==> src/rtl/psw_pkg.sv <==
`timescale 1ns / 1ps
package psw_pkg;

   // Result codes
   typedef enum logic [1:0] {
      OUTCOME_WRITE      = 2'd0,
      OUTCOME_NO_CONTEXT = 2'd1,
      OUTCOME_PORT       = 2'd2,
      OUTCOME_OUTSIDE    = 2'd3
   } outcome_type;

   // Register indexes on the CSR port
   localparam logic [1:0] CSR_PRACH_RE_COUNT  = 2'd0;
   localparam logic [1:0] CSR_FIRST_RE_OFFSET = 2'd1;
   localparam logic [1:0] CSR_PORT_LIMIT      = 2'd2;
   localparam logic [1:0] CSR_EAXC_TABLE      = 2'd3;

   localparam int unsigned TABLE_ENTRIES = 4;
   localparam int unsigned EAXC_WIDTH    = 16;

   // After port match: drop reason so far and the window total
   typedef struct packed {
      outcome_type outcome;
      logic [1:0]  port;
      logic [3:0]  sym;
      logic [9:0]  sprb;
      logic [7:0]  nprb;
      logic [12:0] total;
   } match_type;

   // After window size: window PRBs and section position
   typedef struct packed {
      outcome_type outcome;
      logic [1:0]  port;
      logic [3:0]  sym;
      logic [9:0]  sprb;
      logic [7:0]  nprb;
      logic [12:0] total;
      logic [8:0]  win_prbs;
      logic [8:0]  data_start_prb;
      logic [10:0] sec_end_prb;
      logic [13:0] sec_start_re;
   } span_type;

   // After window check: PRBs to write and tail trim
   typedef struct packed {
      outcome_type outcome;
      logic [1:0]  port;
      logic [3:0]  sym;
      logic [13:0] sec_start_re;
      logic [8:0]  nwrite;
      logic [3:0]  tail_re;
      logic        tail_apply;
   } window_type;

   // After first trim: buffer start, IQ offset, untrimmed length
   typedef struct packed {
      outcome_type outcome;
      logic [1:0]  port;
      logic [3:0]  sym;
      logic [13:0] buf_first_re;
      logic [11:0] iq_start;
      logic [12:0] sec_re;
   } extent_type;

   // Divide a value below 8192 by 12: drop two bits (by 4), then times 683 over 2048 (by 3)
   function automatic logic [9:0] div12(input logic [12:0] value);
      logic [20:0] prod;
      prod = 21'(value[12:2]) * 21'd683;
      return prod[20:11];
   endfunction

endpackage

==> src/rtl/psw_if.sv <==
`timescale 1ns / 1ps
interface psw_req_if;
   logic        valid;
   logic        ready;
   logic [15:0] eaxc_id;
   logic        context_found;
   logic [3:0]  symbol_index;
   logic [9:0]  section_start_prb;
   logic [7:0]  section_prb_count;

   modport source (output valid, eaxc_id, context_found, symbol_index,
                   section_start_prb, section_prb_count, input ready);
   modport sink (input valid, eaxc_id, context_found, symbol_index,
                 section_start_prb, section_prb_count, output ready);
endinterface

interface psw_rsp_if;
   logic        valid;
   logic        ready;
   logic [1:0]  outcome;
   logic [1:0]  port_index;
   logic [3:0]  symbol_out;
   logic [13:0] buffer_start_re;
   logic [11:0] iq_first_re;
   logic [9:0]  iq_re_count;

   modport source (output valid, outcome, port_index, symbol_out, buffer_start_re,
                   iq_first_re, iq_re_count, input ready);
   modport sink (input valid, outcome, port_index, symbol_out, buffer_start_re,
                 iq_first_re, iq_re_count, output ready);
endinterface

==> src/rtl/psw_match.sv <==
`timescale 1ns / 1ps
module psw_match
   import psw_pkg::*;
#(
   parameter int unsigned MAX_PORTS = 4
) (
   input  logic        clock,
   input  logic        reset,
   psw_req_if.sink     req_chan,
   input  logic [9:0]  prach_re_count,
   input  logic [11:0] first_re_offset,
   input  logic [2:0]  port_limit,
   input  logic [63:0] eaxc_table,
   output logic        out_valid,
   input  logic        out_ready,
   output match_type   out_data
);

   logic        valid_ff;
   match_type   data_ff;
   match_type   data_in;
   logic        found;
   logic [1:0]  port;
   logic        stage_ready;

   // Search the table, lowest matching entry wins
   always_comb begin
      found = 1'b0;
      port  = '0;
      for (int i = TABLE_ENTRIES - 1; i >= 0; i--) begin
         if (i < int'(MAX_PORTS) &&
             eaxc_table[i*EAXC_WIDTH +: EAXC_WIDTH] == req_chan.eaxc_id) begin
            found = 1'b1;
            port  = 2'(i);
         end
      end
   end

   // Classify context and port, sum the window extent
   always_comb begin
      data_in.port  = port;
      data_in.sym   = req_chan.symbol_index;
      data_in.sprb  = req_chan.section_start_prb;
      data_in.nprb  = req_chan.section_prb_count;
      data_in.total = 13'(prach_re_count) + 13'(first_re_offset);
      if (!req_chan.context_found) begin
         data_in.outcome = OUTCOME_NO_CONTEXT;
      end else if (!found || {1'b0, port} >= port_limit) begin
         data_in.outcome = OUTCOME_PORT;
      end else begin
         data_in.outcome = OUTCOME_WRITE;
      end
   end

   assign stage_ready    = !valid_ff || out_ready;
   assign req_chan.ready = stage_ready;

   // Advance the stage
   always_ff @(posedge clock) begin
      if (reset) begin
         valid_ff <= 1'b0;
      end else if (stage_ready) begin
         valid_ff <= req_chan.valid;
      end
   end

   always_ff @(posedge clock) begin
      if (req_chan.valid && stage_ready) begin
         data_ff <= data_in;
      end
   end

   assign out_valid = valid_ff;
   assign out_data  = data_ff;

endmodule

==> src/rtl/psw_window.sv <==
`timescale 1ns / 1ps
module psw_window
   import psw_pkg::*;
(
   input  logic        clock,
   input  logic        reset,
   input  logic [11:0] first_re_offset,
   input  logic        in_valid,
   output logic        in_ready,
   input  match_type   in_data,
   output logic        out_valid,
   input  logic        out_ready,
   output window_type  out_data
);

   logic        span_valid_ff;
   span_type    span_ff;
   span_type    span_in;
   logic        span_ready;
   logic        win_valid_ff;
   window_type  win_ff;
   window_type  win_in;
   logic        win_ready;
   logic [9:0]  win_prbs_q;
   logic [9:0]  dsp_q;
   logic [12:0] win_re;
   logic        outside;

   // Window size in PRBs (ceiling) and first PRB that holds PRACH data
   always_comb begin
      win_prbs_q             = div12(in_data.total + 13'd11);
      dsp_q                  = div12(13'(first_re_offset));
      span_in.outcome        = in_data.outcome;
      span_in.port           = in_data.port;
      span_in.sym            = in_data.sym;
      span_in.sprb           = in_data.sprb;
      span_in.nprb           = in_data.nprb;
      span_in.total          = in_data.total;
      span_in.win_prbs       = win_prbs_q[8:0];
      span_in.data_start_prb = dsp_q[8:0];
      span_in.sec_end_prb    = 11'(in_data.sprb) + 11'(in_data.nprb);
      span_in.sec_start_re   = 14'({in_data.sprb, 3'b000}) + 14'({in_data.sprb, 2'b00});
   end

   // Check overlap, count PRBs to write, find the unused tail
   always_comb begin
      win_re  = 13'({span_ff.win_prbs, 3'b000}) + 13'({span_ff.win_prbs, 2'b00});
      outside = (span_ff.sprb >= {1'b0, span_ff.win_prbs}) ||
                (span_ff.sec_end_prb <= {2'b00, span_ff.data_start_prb});
      win_in.port         = span_ff.port;
      win_in.sym          = span_ff.sym;
      win_in.sec_start_re = span_ff.sec_start_re;
      win_in.tail_re      = 4'(win_re - span_ff.total);
      win_in.tail_apply   = span_ff.sec_end_prb >= {2'b00, span_ff.win_prbs};
      if (win_in.tail_apply) begin
         win_in.nwrite = 9'({1'b0, span_ff.win_prbs} - span_ff.sprb);
      end else begin
         win_in.nwrite = 9'(span_ff.nprb);
      end
      if (span_ff.outcome == OUTCOME_WRITE && outside) begin
         win_in.outcome = OUTCOME_OUTSIDE;
      end else begin
         win_in.outcome = span_ff.outcome;
      end
   end

   assign win_ready  = !win_valid_ff || out_ready;
   assign span_ready = !span_valid_ff || win_ready;
   assign in_ready   = span_ready;

   // Advance both stages
   always_ff @(posedge clock) begin
      if (reset) begin
         span_valid_ff <= 1'b0;
         win_valid_ff  <= 1'b0;
      end else begin
         if (span_ready) begin
            span_valid_ff <= in_valid;
         end
         if (win_ready) begin
            win_valid_ff <= span_valid_ff;
         end
      end
   end

   always_ff @(posedge clock) begin
      if (in_valid && span_ready) begin
         span_ff <= span_in;
      end
      if (span_valid_ff && win_ready) begin
         win_ff <= win_in;
      end
   end

   assign out_valid = win_valid_ff;
   assign out_data  = win_ff;

endmodule

==> src/rtl/psw_extent.sv <==
`timescale 1ns / 1ps
module psw_extent
   import psw_pkg::*;
(
   input  logic        clock,
   input  logic        reset,
   input  logic [9:0]  prach_re_count,
   input  logic [11:0] first_re_offset,
   input  logic        in_valid,
   output logic        in_ready,
   input  window_type  in_data,
   psw_rsp_if.source   rsp_chan
);

   logic        ext_valid_ff;
   extent_type  ext_ff;
   extent_type  ext_in;
   logic        ext_ready;
   logic        rsp_valid_ff;
   logic        rsp_ready_int;
   logic [12:0] sec_re_full;
   logic [13:0] fro_wide;
   logic [12:0] sec_re_trim;
   logic [12:0] iq_start_wide;
   logic [9:0]  iq_size;
   logic [1:0]  outcome_in;
   logic [1:0]  outcome_ff;
   logic [1:0]  port_ff;
   logic [3:0]  sym_ff;
   logic [13:0] buf_first_ff;
   logic [11:0] iq_first_ff;
   logic [9:0]  iq_count_ff;

   // Buffer start, IQ offset and length trimmed by the window tail
   always_comb begin
      fro_wide    = 14'(first_re_offset);
      sec_re_full = 13'({in_data.nwrite, 3'b000}) + 13'({in_data.nwrite, 2'b00});
      ext_in.outcome = in_data.outcome;
      ext_in.port    = in_data.port;
      ext_in.sym     = in_data.sym;
      if (in_data.tail_apply) begin
         ext_in.sec_re = (sec_re_full > 13'(in_data.tail_re)) ?
                         sec_re_full - 13'(in_data.tail_re) : '0;
      end else begin
         ext_in.sec_re = sec_re_full;
      end
      if (in_data.sec_start_re > fro_wide) begin
         ext_in.buf_first_re = in_data.sec_start_re - fro_wide;
      end else begin
         ext_in.buf_first_re = '0;
      end
      if (in_data.sec_start_re < fro_wide) begin
         ext_in.iq_start = 12'(fro_wide - in_data.sec_start_re);
      end else begin
         ext_in.iq_start = '0;
      end
   end

   // Drop the IQ head and clamp to the buffer size
   always_comb begin
      iq_start_wide = 13'(ext_ff.iq_start);
      sec_re_trim   = (ext_ff.sec_re > iq_start_wide) ? ext_ff.sec_re - iq_start_wide : '0;
      iq_size       = (sec_re_trim < 13'(prach_re_count)) ? 10'(sec_re_trim) : prach_re_count;
      outcome_in    = ext_ff.outcome;
   end

   assign rsp_ready_int = !rsp_valid_ff || rsp_chan.ready;
   assign ext_ready     = !ext_valid_ff || rsp_ready_int;
   assign in_ready      = ext_ready;

   // Advance both stages
   always_ff @(posedge clock) begin
      if (reset) begin
         ext_valid_ff <= 1'b0;
         rsp_valid_ff <= 1'b0;
      end else begin
         if (ext_ready) begin
            ext_valid_ff <= in_valid;
         end
         if (rsp_ready_int) begin
            rsp_valid_ff <= ext_valid_ff;
         end
      end
   end

   // Hold the response; a drop clears every field but the reason
   always_ff @(posedge clock) begin
      if (in_valid && ext_ready) begin
         ext_ff <= ext_in;
      end
      if (ext_valid_ff && rsp_ready_int) begin
         outcome_ff <= outcome_in;
         if (ext_ff.outcome == OUTCOME_WRITE) begin
            port_ff      <= ext_ff.port;
            sym_ff       <= ext_ff.sym;
            buf_first_ff <= ext_ff.buf_first_re;
            iq_first_ff  <= ext_ff.iq_start;
            iq_count_ff  <= iq_size;
         end else begin
            port_ff      <= '0;
            sym_ff       <= '0;
            buf_first_ff <= '0;
            iq_first_ff  <= '0;
            iq_count_ff  <= '0;
         end
      end
   end

   assign rsp_chan.valid           = rsp_valid_ff;
   assign rsp_chan.outcome         = outcome_ff;
   assign rsp_chan.port_index      = port_ff;
   assign rsp_chan.symbol_out      = sym_ff;
   assign rsp_chan.buffer_start_re = buf_first_ff;
   assign rsp_chan.iq_first_re     = iq_first_ff;
   assign rsp_chan.iq_re_count     = iq_count_ff;

endmodule

==> src/rtl/prach_section_window_mapper.sv <==
`timescale 1ns / 1ps
// PRACH section window mapper.
// req_chan takes one uplink section header per request (eAxC id, context flag,
// symbol, start PRB, PRB count); rsp_chan returns one result per request, in
// order: a write command (port, symbol, buffer start RE, IQ offset, RE count)
// or a drop with its reason, all other fields zero.
// The csr_ port writes the window registers (RE count, first RE offset, port
// limit, eAxC table) by index; write them only while no request is in flight.
// Five register stages: port match, window size (division by 12 as a
// reciprocal multiply), overlap check, buffer extent, response register.
// Throughput is one request per cycle while rsp_chan is ready; each stage
// advances whenever the stage after it is empty or moving, so bubbles close up
// and a full pipeline holds five requests.
// When rsp_chan stalls, the stages fill and req_chan.ready falls; nothing is
// dropped or repeated.
// Reset empties the pipeline and loads the registers with RE count 839,
// offset 0, port limit 0 and an all-zero eAxC table.
module prach_section_window_mapper
   import psw_pkg::*;
#(
   parameter int unsigned MAX_PORTS = 4
) (
   input  logic        clock,
   input  logic        reset,
   psw_req_if.sink     req_chan,
   psw_rsp_if.source   rsp_chan,
   input  logic        csr_write_en,
   input  logic [1:0]  csr_index,
   input  logic [63:0] csr_write_data
);

   logic [9:0]  prach_re_count_ff;
   logic [11:0] first_re_offset_ff;
   logic [2:0]  port_limit_ff;
   logic [63:0] eaxc_table_ff;

   logic        match_valid;
   logic        match_ready;
   match_type   match_data;
   logic        win_valid;
   logic        win_ready;
   window_type  win_data;

   // Write the window registers
   always_ff @(posedge clock) begin
      if (reset) begin
         prach_re_count_ff  <= 10'd839;
         first_re_offset_ff <= '0;
         port_limit_ff      <= '0;
         eaxc_table_ff      <= '0;
      end else if (csr_write_en) begin
         case (csr_index)
            CSR_PRACH_RE_COUNT:  prach_re_count_ff  <= csr_write_data[9:0];
            CSR_FIRST_RE_OFFSET: first_re_offset_ff <= csr_write_data[11:0];
            CSR_PORT_LIMIT:      port_limit_ff      <= csr_write_data[2:0];
            CSR_EAXC_TABLE:      eaxc_table_ff      <= csr_write_data;
            default: begin
            end
         endcase
      end
   end

   psw_match #(
      .MAX_PORTS (MAX_PORTS)
   ) u_match (
      .clock           (clock),
      .reset           (reset),
      .req_chan        (req_chan),
      .prach_re_count  (prach_re_count_ff),
      .first_re_offset (first_re_offset_ff),
      .port_limit      (port_limit_ff),
      .eaxc_table      (eaxc_table_ff),
      .out_valid       (match_valid),
      .out_ready       (match_ready),
      .out_data        (match_data)
   );

   psw_window u_window (
      .clock           (clock),
      .reset           (reset),
      .first_re_offset (first_re_offset_ff),
      .in_valid        (match_valid),
      .in_ready        (match_ready),
      .in_data         (match_data),
      .out_valid       (win_valid),
      .out_ready       (win_ready),
      .out_data        (win_data)
   );

   psw_extent u_extent (
      .clock           (clock),
      .reset           (reset),
      .prach_re_count  (prach_re_count_ff),
      .first_re_offset (first_re_offset_ff),
      .in_valid        (win_valid),
      .in_ready        (win_ready),
      .in_data         (win_data),
      .rsp_chan        (rsp_chan)
   );

   // A drop carries nothing but its reason
   assert property (@(posedge clock) disable iff (reset)
      (rsp_chan.valid && rsp_chan.outcome != OUTCOME_WRITE) |->
      (rsp_chan.port_index == '0 && rsp_chan.symbol_out == '0 &&
       rsp_chan.buffer_start_re == '0 && rsp_chan.iq_first_re == '0 &&
       rsp_chan.iq_re_count == '0))
      else $error("dropped section carries nonzero fields");

   // A write never copies more than the buffer holds
   assert property (@(posedge clock) disable iff (reset)
      (rsp_chan.valid && rsp_chan.outcome == OUTCOME_WRITE) |->
      (rsp_chan.iq_re_count <= prach_re_count_ff))
      else $error("write count exceeds PRACH RE count");

   // A write targets a usable port
   assert property (@(posedge clock) disable iff (reset)
      (rsp_chan.valid && rsp_chan.outcome == OUTCOME_WRITE) |->
      ({1'b0, rsp_chan.port_index} < port_limit_ff))
      else $error("write to port beyond port limit");

   // Reset empties the pipeline
   assert property (@(posedge clock)
      reset |=> !rsp_chan.valid)
      else $error("response valid right after reset");

endmodule
==> src/flat_wrapper.sv <==
// flat-port wrapper written by rule: the top's interface ports become plain ports
module prach_section_window_mapper_flat import psw_pkg::*;
#(
   parameter int unsigned MAX_PORTS = 4
)
  (clock, reset, csr_write_en, csr_index, csr_write_data, req_chan_valid, req_chan_eaxc_id, req_chan_context_found, req_chan_symbol_index, req_chan_section_start_prb, req_chan_section_prb_count, req_chan_ready, rsp_chan_valid, rsp_chan_outcome, rsp_chan_port_index, rsp_chan_symbol_out, rsp_chan_buffer_start_re, rsp_chan_iq_first_re, rsp_chan_iq_re_count, rsp_chan_ready);
  psw_req_if req_chan_i ();
  psw_rsp_if rsp_chan_i ();
  input  logic clock;
  input  logic reset;
  input  logic csr_write_en;
  input  logic [1:0] csr_index;
  input  logic [63:0] csr_write_data;
  input wire logic [$bits(req_chan_i.valid)-1:0] req_chan_valid;
  input wire logic [$bits(req_chan_i.eaxc_id)-1:0] req_chan_eaxc_id;
  input wire logic [$bits(req_chan_i.context_found)-1:0] req_chan_context_found;
  input wire logic [$bits(req_chan_i.symbol_index)-1:0] req_chan_symbol_index;
  input wire logic [$bits(req_chan_i.section_start_prb)-1:0] req_chan_section_start_prb;
  input wire logic [$bits(req_chan_i.section_prb_count)-1:0] req_chan_section_prb_count;
  output wire logic [$bits(req_chan_i.ready)-1:0] req_chan_ready;
  output wire logic [$bits(rsp_chan_i.valid)-1:0] rsp_chan_valid;
  output wire logic [$bits(rsp_chan_i.outcome)-1:0] rsp_chan_outcome;
  output wire logic [$bits(rsp_chan_i.port_index)-1:0] rsp_chan_port_index;
  output wire logic [$bits(rsp_chan_i.symbol_out)-1:0] rsp_chan_symbol_out;
  output wire logic [$bits(rsp_chan_i.buffer_start_re)-1:0] rsp_chan_buffer_start_re;
  output wire logic [$bits(rsp_chan_i.iq_first_re)-1:0] rsp_chan_iq_first_re;
  output wire logic [$bits(rsp_chan_i.iq_re_count)-1:0] rsp_chan_iq_re_count;
  input wire logic [$bits(rsp_chan_i.ready)-1:0] rsp_chan_ready;
  assign req_chan_i.valid = req_chan_valid;
  assign req_chan_i.eaxc_id = req_chan_eaxc_id;
  assign req_chan_i.context_found = req_chan_context_found;
  assign req_chan_i.symbol_index = req_chan_symbol_index;
  assign req_chan_i.section_start_prb = req_chan_section_start_prb;
  assign req_chan_i.section_prb_count = req_chan_section_prb_count;
  assign req_chan_ready = req_chan_i.ready;
  assign rsp_chan_valid = rsp_chan_i.valid;
  assign rsp_chan_outcome = rsp_chan_i.outcome;
  assign rsp_chan_port_index = rsp_chan_i.port_index;
  assign rsp_chan_symbol_out = rsp_chan_i.symbol_out;
  assign rsp_chan_buffer_start_re = rsp_chan_i.buffer_start_re;
  assign rsp_chan_iq_first_re = rsp_chan_i.iq_first_re;
  assign rsp_chan_iq_re_count = rsp_chan_i.iq_re_count;
  assign rsp_chan_i.ready = rsp_chan_ready;
  prach_section_window_mapper #(.MAX_PORTS(MAX_PORTS)) u_core (.clock(clock), .reset(reset), .req_chan(req_chan_i), .rsp_chan(rsp_chan_i), .csr_write_en(csr_write_en), .csr_index(csr_index), .csr_write_data(csr_write_data));
endmodule
==> config.mk <==
export PLATFORM = sky130hd
export DESIGN_NAME = prach_section_window_mapper_flat
export DESIGN_NICKNAME = d
export VERILOG_FILES = /design/src/rtl/psw_pkg.sv /design/src/rtl/psw_if.sv /design/src/rtl/psw_match.sv /design/src/rtl/psw_window.sv /design/src/rtl/psw_extent.sv /design/src/rtl/prach_section_window_mapper.sv /design/src/flat_wrapper.sv
export SDC_FILE = /design/constraint.sdc
export NUM_CORES = 1
export LEC_CHECK = 0
export BUFFER_PORTS_ARGS = -buffer_cell sky130_fd_sc_hd__buf_2
export CORE_MARGIN = 1.5
export CORE_UTILIZATION = 35
export DETAILED_ROUTE_END_ITERATION = 16
export PLACE_DENSITY_LB_ADDON = 0.05
export SLEW_MARGIN = 40
export SYNTH_ARGS = -nofsm -noshare
export SYNTH_HDL_FRONTEND = slang
export SYNTH_SLANG_ARGS = --single-unit
==> constraint.sdc <==
create_clock -name clock -period 16.05 [get_ports clock]
set_input_delay 1.605 -clock clock [delete_from_list [all_inputs] [get_ports clock]]
set_output_delay 1.605 -clock clock [all_outputs]
set_load 0.01 [all_outputs]
Word-level counts from Yosys, hierarchy flattened
Index checks and enable logic that the tools add are counted.
{"block": "word_totals", "ff_bits": 333, "latchBits": 0, "ramBits": 0, "mem_bits_ro": 0, "input_bits": 110, "out_inout_bits": 46, "wordCells": 115, "memories": 0}
{"block": "classes", "add_sub_neg": 12, "multipliers": 2, "n_div": 0, "order_cmp": 9, "n_eq_ne": 7, "shift": 0, "mux": 14, "bitwise_logic": 0, "reduce_logical": 26}
{"op": "$eq 16x16->1", "n": 4}
{"op": "$mux 13", "n": 3}
{"op": "$mul 10x10->20 const B", "n": 1}
{"op": "$mul 11x10->20 const B", "n": 1}
{"op": "$add 13x12->14", "n": 1}
{"op": "$gt 14x12->1", "n": 1}
{"op": "$lt 14x12->1", "n": 1}
{"op": "$sub 14x12->14", "n": 1}
{"op": "$add 10x12->13", "n": 1}
{"op": "$add 12x11->13", "n": 1}
{"op": "$add 13x4->13 const B", "n": 1}
{"op": "$gt 13x12->1", "n": 1}
{"op": "$gt 13x4->1", "n": 1}
{"op": "$lt 13x10->1", "n": 1}
{"op": "$sub 13x12->13", "n": 1}
{"op": "$sub 13x4->13", "n": 1}
{"op": "$sub 12x12->12", "n": 1}
{"op": "$add 10x8->11", "n": 1}
{"op": "$ge 11x9->1", "n": 1}
{"op": "$le 11x9->1", "n": 1}
{"op": "$ge 10x9->1", "n": 1}
{"op": "$mux 10", "n": 1}
{"op": "$mux 2", "n": 5}
{"op": "$sub 9x9->9", "n": 1}
{"op": "12 further kinds", "n": 37}

Logic depth before layout (Yosys ltp)
Gate-level depths: netlist of the first run.
{"block": "logic_depth", "depth_word": 8, "ltp_mapped": 26, "mapped_depth_nobuf": 25}

By module
Synthesis of the first run repeated with hierarchy kept, for this count alone.
{"block": "unflattened", "cells_unflattened": 1984, "area_unflattened_um2": 21426.8}
{"mod": "psw_window", "n_inst": 1, "cells_each": 791, "area_per_inst_um2": 8927.3, "seq_area_each_um2": 3163.0}
{"mod": "psw_extent", "n_inst": 1, "cells_each": 613, "area_per_inst_um2": 6127.1, "seq_area_each_um2": 2772.7}
{"mod": "prach_section_window_mapper", "n_inst": 1, "cells_each": 370, "area_per_inst_um2": 3842.4, "seq_area_each_um2": 1781.7}
{"mod": "psw_match", "n_inst": 1, "cells_each": 210, "area_per_inst_um2": 2529.9, "seq_area_each_um2": 1191.1}

Worst setup path before layout of the first run
Ideal clock, no wire load.
{"block": "synth_timing", "path_type": "input -> register", "from": "input port rsp_chan_ready", "to": "register u_core.u_window.span_ff[10] (netlist bit) (enable)", "setup_time_ns": 0.605, "arrival_time_ns": 7.087, "t_required_ns": 15.445, "setup_slack_ns": 8.358, "cell_stages": 4, "path_buffers": 1, "cell_sequence": "nor2b_1 and3_1 clkbuf_1 a21boi_0"}
{"block": "synth_between", "elab_chain_cells": 5}
{"item": "start: declaration", "line_no": "flat_wrapper.sv:28", "text": "input wire logic [$bits(rsp_chan_i.ready)-1:0] rsp_chan_ready;"}
{"item": "$logic_or 1x1->1", "line_no": "psw_extent.sv:67", "text": "assign rsp_ready_int = !rsp_valid_ff || rsp_chan.ready;"}
{"item": "$logic_or 1x1->1", "line_no": "psw_extent.sv:68", "text": "assign ext_ready = !ext_valid_ff || rsp_ready_int;"}
{"item": "$logic_or 1x1->1", "line_no": "psw_window.sv:67", "text": "assign win_ready = !win_valid_ff || out_ready;"}
{"item": "$logic_or 1x1->1", "line_no": "psw_window.sv:68", "text": "assign span_ready = !span_valid_ff || win_ready;"}
{"item": "$logic_and 1x1->1", "line_no": "psw_window.sv:87", "text": "if (in_valid && span_ready) begin"}
{"item": "end signal: assignment", "line_no": "psw_window.sv:88", "text": "span_ff <= span_in;"}
{"item": "end: declaration", "line_no": "psw_window.sv:17", "text": "span_type span_ff;"}
No other way between the ends.
A chain may end at the register's enable or synchronous reset.

==> out/qor.yml, run 1 <==
status: "complete, no violations"
multi_input_area_um2: 10200
cts_buffers: 41
cts.sinks: 328
pin_count: 156
cts_tree: "built"
max_freq_mhz: 164
ctsResizeCount: 0
whs_path_depth: 0
cts_root_buf: "clkbuf_16"
critical_path.startpoint: "u_core.u_match.out_data[1]"
rr_endpoint: "u_core.u_window.span_ff[42]"
design.core.area_um2: 56500
h-tree-depth: 2
ys_seq_area_frac: 0.445
fillers: 5512
antenna_cells: 0
cp_max_fo: 5
synth_warnings: 0
antenna_found_initial: 1
finalCritPeriodShare: 0.380
tightest_slew_ns: 0.774
rr_startpoint: "u_core.u_match.out_data[1]"
hpwl_um: 39500
final_layout_size_suffix_gt1_frac: 0.126
synth_most_common_cell: "ha_1"
cp.required_ns: 16.35
drtIter0Drc: 831
end_kind: "register"
fp.dieH_um: 242
slew_viol_final: 0
grt_usage: 0.176
rrSetupSlack_ns: 9.95
cts.reportedPaths.clkPinSlew_ns: 0.05
synth_common_cells: "ha_1, edfxtp_1, inv_1, nand2_1, a21oi_1"
max_slew_margin: 0.484
hold_class: "register to register"
drcViolationCount: 0
utilization: 0.409
synth_area_leaders: "edfxtp_1, ha_1, dfxtp_1, fa_1, inv_1"
viasPerCell: 4.83
synthFlopType: "edfxtp_1"
rsz0062_at_grt: "false"
syn_to_final_growth_pct: 15.3
synth_top_area_share: 0.351
port_buffers: 155
synth_top_cell_by_area: "edfxtp_1"
synth-seq-cells: 328
die-width_um: 242
max_cap_violations: 0
crit_path_end: "u_core.u_window.span_ff[42]"
seqCellArea_um2: 8910
synth_cell_types: 63
wl_per_cell_um: 18.1
cellPowerDensity_nw_per_um2: 123
cp-start-kind: "register"
fin_setup_tns_ns: 0
cts_hold_buf: 0
initial_core_util: 0.355
grt_pass1_wl_um: 79400
gr-total-overflow: 0
reg2regPathDepth: 22
firstDrtPassIters: 5
grt_pass1_vias: 13800
vias: 13800
wl_um: 51500
cp.arrival_ns: 6.41
syn-cell-area_um2: 20000
hold_viol: 0
grt_max_degree: 95
skew_ns: 0.0192
die_area_um2: 58700
place_congestion: 0.841
setup_viol: 0
synthCells: 1894
p_leak_nw: 10.3
synth_fp_nets: 2301
irDropWorstVdd_uv: 86.4
critPathKind: "register to register"
period_minus_slack_ns: 6.10
clockBufferDepth: 3
synth_edf_count: 234
async_flop_share: 0
postRouteAntennaNets: 0
synth_area_per_cell_um2: 10.6
nets: 2470
cts_setup_buffers: 0
clock_latency_ns: 0.57
rows: 87
## worst min path at each step
stage / slack (ns) / endpoint / startpoint
after floorplan: 0.40 / u_core.u_extent.ext_ff[39] / u_core.u_window.out_data[28]
after global placement: 0.40 / u_core.u_window.span_ff[81] / u_core.u_match.out_data[38]
after detailed placement: 0.40 / u_core.u_window.span_ff[77] / u_core.u_match.out_data[34]
after CTS: 0.42 / u_core.u_window.span_ff[77] / u_core.u_match.out_data[34]
after global routing: 0.42 / u_core.u_window.out_data[29] / u_core.u_window.span_ff[75]
final: 0.42 / u_core.u_window.span_ff[77] / u_core.u_match.out_data[34]
## metrics by stage
step / power [W] / cells / instance area [µm²] / setup slack (ns) / hold slack [ns]
3_5_place_dp: 0.00196 / 2776 / 21800 / 9.94 / 0.405
5_1_grt: 0.00306 / 2850 / 23100 / 9.44 / 0.424
6_report: 0.00285 / 2850 / 23100 / 9.95 / 0.417
3_3_place_gp: 0.00196 / 2775 / 21700 / 10.00 / 0.401
2_1_floorplan: 0.00171 / 1894 / 20000 / 8.36 / 0.400
4_1_cts: 0.00290 / 2850 / 23100 / 9.92 / 0.418
## logic make-up after synthesis
kind of cell               share of synthesized area
AOI/OAI and AO/OA                             0.0975
and+or+nand+nor                                0.116
adders and majority gates                      0.206
xor gates and xnor gates                      0.0713
muxes                                         0.0144
buffers and inverters                         0.0499
DFF                                            0.445
## cell type report
type / count / share of cell area
Inverter: 225 / 0.0366
Clock inverter: 21 / 0.00802
Tap cell: 756 / 0.0410
Clock buffer: 53 / 0.0491
Sequential cell: 328 / 0.386
Multi-Input combinational cell: 1301 / 0.442
Timing Repair Buffer: 166 / 0.0377
## layer usage
layer	up-vias	GRT usage	part of all wire
li1	6871	-	-
met1	6621	0.239	0.48
met2	203	0.295	0.48
met3	59	0.0257	0.031
met4	0	0.0390	0.015
met5	-	0	0
## power by group
part | leakage (nW) | internal, W | switching, W | total (W)
clock | 0.654 | 0.000546 | 0.000367 | 0.000913
sequential | 2.97 | 0.000995 | 0.0000376 | 0.00103
combinational | 6.64 | 0.000390 | 0.000516 | 0.000906
## flip-flops by register name, indices dropped and copies added, names as in the netlist, 2 cells and up
signal                                    cells
u_core.u_extent.rsp_chan.outcome              2
u_core.u_extent.rsp_chan.buffer_start_re     14
u_core.u_extent.ext_ff                       45
u_core.u_extent.rsp_chan.iq_re_count         10
u_core.prach_re_count_ff                     10
u_core.u_window.out_data                     34
u_core.u_extent.rsp_chan.iq_first_re         12
u_core.port_limit_ff                          3
u_core.eaxc_table_ff                         64
u_core.u_window.span_ff                      70
u_core.u_extent.rsp_chan.symbol_out           4
u_core.u_match.out_data                      39
u_core.u_extent.rsp_chan.port_index           2
u_core.first_re_offset_ff                    12
u_core.u_extent.outcome_in                    2
## critical path, cell delays in order (launching register included)
cell,delay [ns]
edfxtp_1,0.41
o21a_1,0.27
o21a_1,0.24
and3_1,0.26
nand3_1,0.12
xor2_1,0.42
inv_1,0.19
ha_1,0.33
ha_1,0.34
fa_1,0.49
inv_1,0.05
fa_1,0.49
fa_1,0.51
inv_1,0.04
ha_1,0.27
o21ai_0,0.07
a21oi_1,0.18
o2111ai_1,0.19
nand3_1,0.21
nand3_1,0.16
o21ai_0,0.33
a21oi_1,0.14
xnor2_1,0.13
## layout by cell type, fill, tap and decap left out, types with 24 or more instances in the layout
cell and instances:
and2_1 27, nand2_1 174, buf_2 155, xor2_1 80
o21ai_0 59, a21oi_1 134, ha_1 243, nor2_1 131
clkbuf_16 43, edfxtp_1 234, a21o_1 32, xnor2_1 82
nand3_1 24, dfxtp_1 94, fa_1 54, nor3_1 29
inv_1 225
(Power assumes the default switching activity.)
==> run 2, diff against run 1 <==
clock period = 5.6 ns   (was 16.05 ns; I/O delays follow)
==> run 2 against run 1 <==
- non-clock buffer count rose by 30
- critical path depth rose by 3
- worst setup slack got worse by 9.7 ns
==> out/qor.yml, run 2 (synthesis results as in run 1) <==
fin_cells: 2881  # +1.1%
antenna_found_initial: 3  # +2
h-tree-depth: 2  # unchanged
critPathKind: "register to register"
design.core.area_um2: 56500  # unchanged
finalCritPeriodShare: 0.948  # +0.567
postRouteAntennaNets: 0  # unchanged
rows: 87  # unchanged
layout_commonest_cell: "ha_1"
period_minus_slack_ns: 5.31  # -0.797 ns
cellPowerDensity_nw_per_um2: 355  # +190%
finalWorstSetupSlack_ns: 0.292  # -9.65 ns
setup_viol: 0  # unchanged
grt_usage: 0.177  # +0.00120
hpwl_um: 40000  # +1.1%
cts_hold_buf: 0  # unchanged
cts_tree: "built"
syn_to_final_growth_pct: 16.8
port_buffers: 155  # unchanged
reg_top3: "u_core.u_window.span_ff x70, u_core.eaxc_table_ff x64, u_core.u_extent.ext_ff x45"
hold_class: "input pin to register"
tightest_slew_ns: 0.753  # -0.0209 ns
max_freq_mhz: 188  # +15%
die_area_um2: 58700  # unchanged
viasPerCell: 4.78  # -0.96%
final_layout_size_suffix_gt1_frac: 0.144  # +0.0180
drcViolationCount: 0  # unchanged
cp-start-kind: "register"
cp_max_fo: 5  # unchanged
rr_startpoint: "u_core.u_match.out_data[0]"
clock_latency_ns: 0.55  # -0.02 ns
rr_endpoint: "u_core.u_window.span_ff[42]"
dp.cells: 2806  # +1.1%
cts.sinks: 328  # unchanged
regMostFlops: "u_core.u_window.span_ff"
hold_viol: 0  # unchanged
nets: 2500  # +1.2%
max_slew_margin: 0.498  # +0.0140
max_cap_violations: 0  # unchanged
whs_path_depth: 1  # +1
grt_max_degree: 95  # unchanged
irDropWorstVdd_uv: 202  # +130%
die-width_um: 242  # unchanged
wl_per_cell_um: 17.9  # -0.93%
fp.dieH_um: 242  # unchanged
dp_slack_ns: -0.0497  # -9.99 ns
cts_buffers: 41  # unchanged
cp.arrival_ns: 5.60  # -0.81 ns
wl_um: 51600  # +0.14%
cts_root_buf: "clkbuf_16"
cts.reportedPaths.clkPinSlew_ns: 0.06  # about the same
status: "complete, no violations"
largest_reg_flops: 70  # unchanged
slew_viol_final: 0  # unchanged
place_congestion: 0.848  # +0.89%
p_leak_nw: 10.4  # +1.5%
initial_core_util: 0.355  # unchanged
rrSetupSlack_ns: 0.29  # -9.65 ns
cp.required_ns: 5.89  # -10.46 ns
p_total_w: 0.00831  # +190%
grt_pass1_wl_um: 79900  # +0.70%
hold_start: "req_chan_section_start_prb[7]"
drtIter0Drc: 666  # -20%
gr-total-overflow: 0  # unchanged
grt_pass1_vias: 13900  # +0.71%
skew_ns: 0.0166  # -0.00262 ns
reg2regPathDepth: 25  # +14%
vias: 13800  # +0.12%
clockBufferDepth: 3  # unchanged
end_kind: "register"
pin_count: 156  # unchanged
layout_common_cells: "ha_1, edfxtp_1, inv_1"
rsz0062_at_grt: "true"
firstDrtPassIters: 5  # unchanged
hold_end: "u_core.u_match.out_data[28]"
-- run 2: cell types whose count changed in the layout (fill, tap and decap cells not counted), sizes merged --
cell	delta
buf	+30
bufinv	-1
clkinvlp	+1
diode	+1
-- run 2: critical path: stages (launching register included) --
cell and delay [ns]:
edfxtp_1 0.38, o21a_1 0.21, o21a_1 0.19, and3_4 0.21, nand2_1 0.10, xor2_2 0.18, inv_2 0.08, buf_4 0.15
ha_1 0.22, ha_1 0.28, inv_1 0.05, fa_1 0.53, inv_1 0.05, fa_1 0.49, inv_1 0.05, fa_1 0.50
inv_1 0.04, ha_1 0.25, o21ai_0 0.09, a21oi_2 0.18, o2111ai_2 0.17, nand3_2 0.12, nand3_2 0.13, o21ai_4 0.20
a21oi_2 0.08, xnor2_1 0.13
-- run 2: worst max-delay path by stage --
stage	start	end	slack (ns)	depth (start not counted)
2_1_floorplan	u_core.u_match.out_data[1]	u_core.u_window.span_ff[42]	0.13	25
3_3_place_gp	u_core.u_match.out_data[1]	u_core.u_window.span_ff[42]	-0.02	24
3_5_place_dp	u_core.u_match.out_data[1]	u_core.u_window.span_ff[42]	-0.05	24
4_1_cts	u_core.u_match.out_data[1]	u_core.u_window.span_ff[42]	0.005	22
5_1_grt	u_core.u_match.out_data[2]	u_core.u_window.span_ff[39]	-0.002	22
6_report	u_core.u_match.out_data[0]	u_core.u_window.span_ff[42]	0.29	25
-- run 2: metrics by stage --
step           area, µm²  hold WS (ns)  TNS (ns)  utilization
3_5_place_dp       22000         0.405   -0.0497        0.389
2_1_floorplan      20000         0.400         0            -
3_3_place_gp       22000         0.400   -0.0169        0.389
5_1_grt            23400         0.158  -0.00225        0.414
6_report           23400         0.189         0        0.414
4_1_cts            23300         0.144         0        0.412
-- run 2: timing repair --
item | CTS | global route
setup endpoints to repair | 1 | 7
gates cloned | 0 | 0
pin swaps | 0 | 5
setup buffers | 0 | 0
gates resized for setup | 2 | 19
-- run 2: power by group --
part           internal (W)  switching, W  leakage, nW
registers           0.00285      0.000103         2.97
logic               0.00123       0.00156         6.81
clock network       0.00153       0.00104        0.635
-- run 2: layout make-up --
class / instances / area (µm²)
antenna: 1 / 2.50
clock buffer: 53 / 1140
clock inverter: 21 / 160
fill: 5588 / 33100
inverter: 225 / 845
multi-input combinational: 1301 / 10300
sequential: 328 / 8910
tap: 756 / 946
timing repair buffer: 196 / 1090
-- run 2: metal layers --
metal  part of all wire  GRT usage  routed length, µm
met3              0.029     0.0216               1520
met2               0.47      0.293              24300
met1               0.47      0.242              24500
met5                  0          0                  0
met4              0.025     0.0535               1270
==> run 3, diff against run 2 <==
BUFFER_PORTS_ARGS = -buffer_cell sky130_fd_sc_hd__clkbuf_2   (was -buffer_cell sky130_fd_sc_hd__buf_2)
==> run 3 against run 2 <==
- maximum frequency is essentially flat
- core utilization is essentially flat
- flip-flop and latch count is the same
- first-iteration DRC count grew 12%
- power grew 0.49%
==> out/qor.yml, run 3 (synthesis results as in run 1) <==
status: "complete, no violations"
drtIter0Drc: 746  # +12%
clockBufferDepth: 3  # unchanged
p_leak_nw: 10.4  # +0.19%
clock_latency_ns: 0.55  # about the same
cts_root_buf: "clkbuf_16"
antenna_found_initial: 3  # unchanged
critical_path.startpoint: "u_core.u_match.out_data[0]"
syn_to_final_growth_pct: 16.7  # about the same
irDropWorstVdd_uv: 262  # +30%
gr-total-overflow: 0  # unchanged
grt_max_degree: 95  # unchanged
crit_top_cell: "inv_1"
vias: 13800  # -0.13%
die-width_um: 242  # unchanged
cts.reportedPaths.clkPinSlew_ns: 0.06  # about the same
cp_max_fo: 5  # unchanged
pin_count: 156  # unchanged
slew_viol_final: 0  # unchanged
wl_per_cell_um: 18.0  # +0.67%
cp-start-kind: "register"
skew_ns: 0.0124  # -0.00420 ns
hold_viol: 0  # unchanged
setup_viol: 0  # unchanged
largest_reg_flops: 70  # unchanged
cellPowerDensity_nw_per_um2: 357  # +0.52%
finalCritPeriodShare: 0.949  # about the same
hold_class: "input pin to register"
layout_common_cells: "ha_1, edfxtp_1, inv_1"
grt_usage: 0.177  # +0.000655
regMostFlops: "u_core.u_window.span_ff"
initial_core_util: 0.355  # unchanged
grt_pass1_vias: 13900  # +0.39%
place_congestion: 0.860  # +1.4%
fin_area_um2: 23400  # about the same
hold_start: "req_chan_section_start_prb[0]"
cts.sinks: 328  # unchanged
cts_hold_buf: 0  # unchanged
nets: 2499  # -0.040%
period_minus_slack_ns: 5.31  # +0.00500 ns
max_cap_violations: 0  # unchanged
reg_top3: "u_core.u_window.span_ff x70, u_core.eaxc_table_ff x64, u_core.u_extent.ext_ff x45"
hpwl_um: 40000  # +0.17%
end_kind: "register"
die_area_um2: 58700  # unchanged
port_buffers: 155  # unchanged
fin_setup_tns_ns: 0  # unchanged
cp.arrival_ns: 5.62  # +0.02 ns
rr_startpoint: "u_core.u_match.out_data[0]"
grt_pass1_wl_um: 80400  # +0.54%
path_cells: "o21a_1 > o21a_1 > and3_4 > nand4_1 > xnor2_2 > ha_4 > ha_1 > inv_1 > fa_1 > inv_1 > fa_1 > inv_1 > fa_1 > inv_1 > ha_1 > a22oi_1 > o211ai_1 > o2111ai_2 > nand2_1 > or2_4 > a21oi_2 > xnor2_1"
cp.required_ns: 5.90  # about the same
final_layout_size_suffix_gt1_frac: 0.145  # +0.00128
layout_commonest_cell: "ha_1"
max_slew_margin: 0.490  # -0.00762
crit_path_top_delay_cell: "fa_1"
dp.cells: 2803  # -0.11%
h-tree-depth: 2  # unchanged
cts_tree: "built"
max_freq_mhz: 188  # about the same
rows: 87  # unchanged
wl_um: 51800  # +0.50%
firstDrtPassIters: 4  # -1
crit_path_max_incr_delay_ns: 0.53  # about the same
placed_area_um2: 21900  # -0.12%
postRouteAntennaNets: 0  # unchanged
critPathKind: "register to register"
cts_buffers: 40  # -2.4%
design.core.area_um2: 56500  # unchanged
fp.dieH_um: 242  # unchanged
fin_cells: 2876  # -0.17%
tightest_slew_ns: 0.765  # +0.0114 ns
drcViolationCount: 0  # unchanged
viasPerCell: 4.78  # about the same
## run 3: cell types whose count changed in the layout (fill, tap and decap cells not counted), moves of 3 or more
| cell | delta |
|---|---|
| buf_2 | -154 |
| clkbuf_2 | +154 |
| clkbuf_8 | +3 |
| clkinv_1 | -6 |
## run 3: path summary, 6_finish.rpt
kind | to | slack, ns | cells after the start
max | u_core.u_window.span_ff[37] | 0.29 | 22
min | u_core.u_match.out_data[21] | 0.18 | 1
max reg2reg | u_core.u_window.span_ff[37] | 0.29 | 22
min reg2reg | u_core.u_window.out_data[28] | 0.41 | 0
## run 3: per-layer routing
layer | track usage | part of all wire | vias to the layer above
li1 | - | - | 6926
met1 | 0.244 | 0.48 | 6580
met2 | 0.292 | 0.46 | 183
met3 | 0.0256 | 0.031 | 63
met4 | 0.0467 | 0.023 | 0
met5 | 0 | 0 | -
## run 3: cell type report
| class | count | area [µm²] |
|---|---|---|
| fillers | 5560 | 33100 |
| multi-input cells | 1301 | 10300 |
| flip-flops and latches | 328 | 8910 |
| clock buffers | 53 | 1150 |
| repair buffers | 196 | 1090 |
| well taps | 756 | 946 |
| inverters | 225 | 845 |
| clock inverters | 16 | 168 |
| diodes | 1 | 2.50 |
## run 3: power breakdown
group	internal (W)	switching, W	leakage (nW)
Sequential	0.00285	0.000103	2.97
Clock	0.00158	0.00105	0.647
Combinational	0.00121	0.00155	6.82
Total	0.00565	0.00270	10.4
## run 3: stage by stage
| step | power (W) | hold slack [ns] | util | worst slack [ns] |
|---|---|---|---|---|
| after floorplan | 0.00491 | 0.400 | - | 0.131 |
| after global placement | 0.00567 | 0.401 | 0.388 | -0.0481 |
| after detailed placement | 0.00567 | 0.405 | 0.389 | -0.0891 |
| after CTS | 0.00840 | 0.145 | 0.412 | 0.00152 |
| after global routing | 0.00894 | 0.152 | 0.414 | -0.0247 |
| final | 0.00835 | 0.181 | 0.414 | 0.287 |
## run 3: repair_timing
item	4_1_cts	5_1_grt
resized for setup	3	17
buffers inserted	0	3
setup endpoints to repair	2	7
pin swaps	3	9
## run 3: worst max-delay path, delay by kind of cell (launching register included)
family,cells,cell delay (ns)
AOI/OAI and AO/OA,6,1.02
buffers and inverters,4,0.19
DFF,1,0.37
adders and majority gates,6,2.33
xor gates and xnor gates,2,0.36
and+or+nand+nor,4,0.79
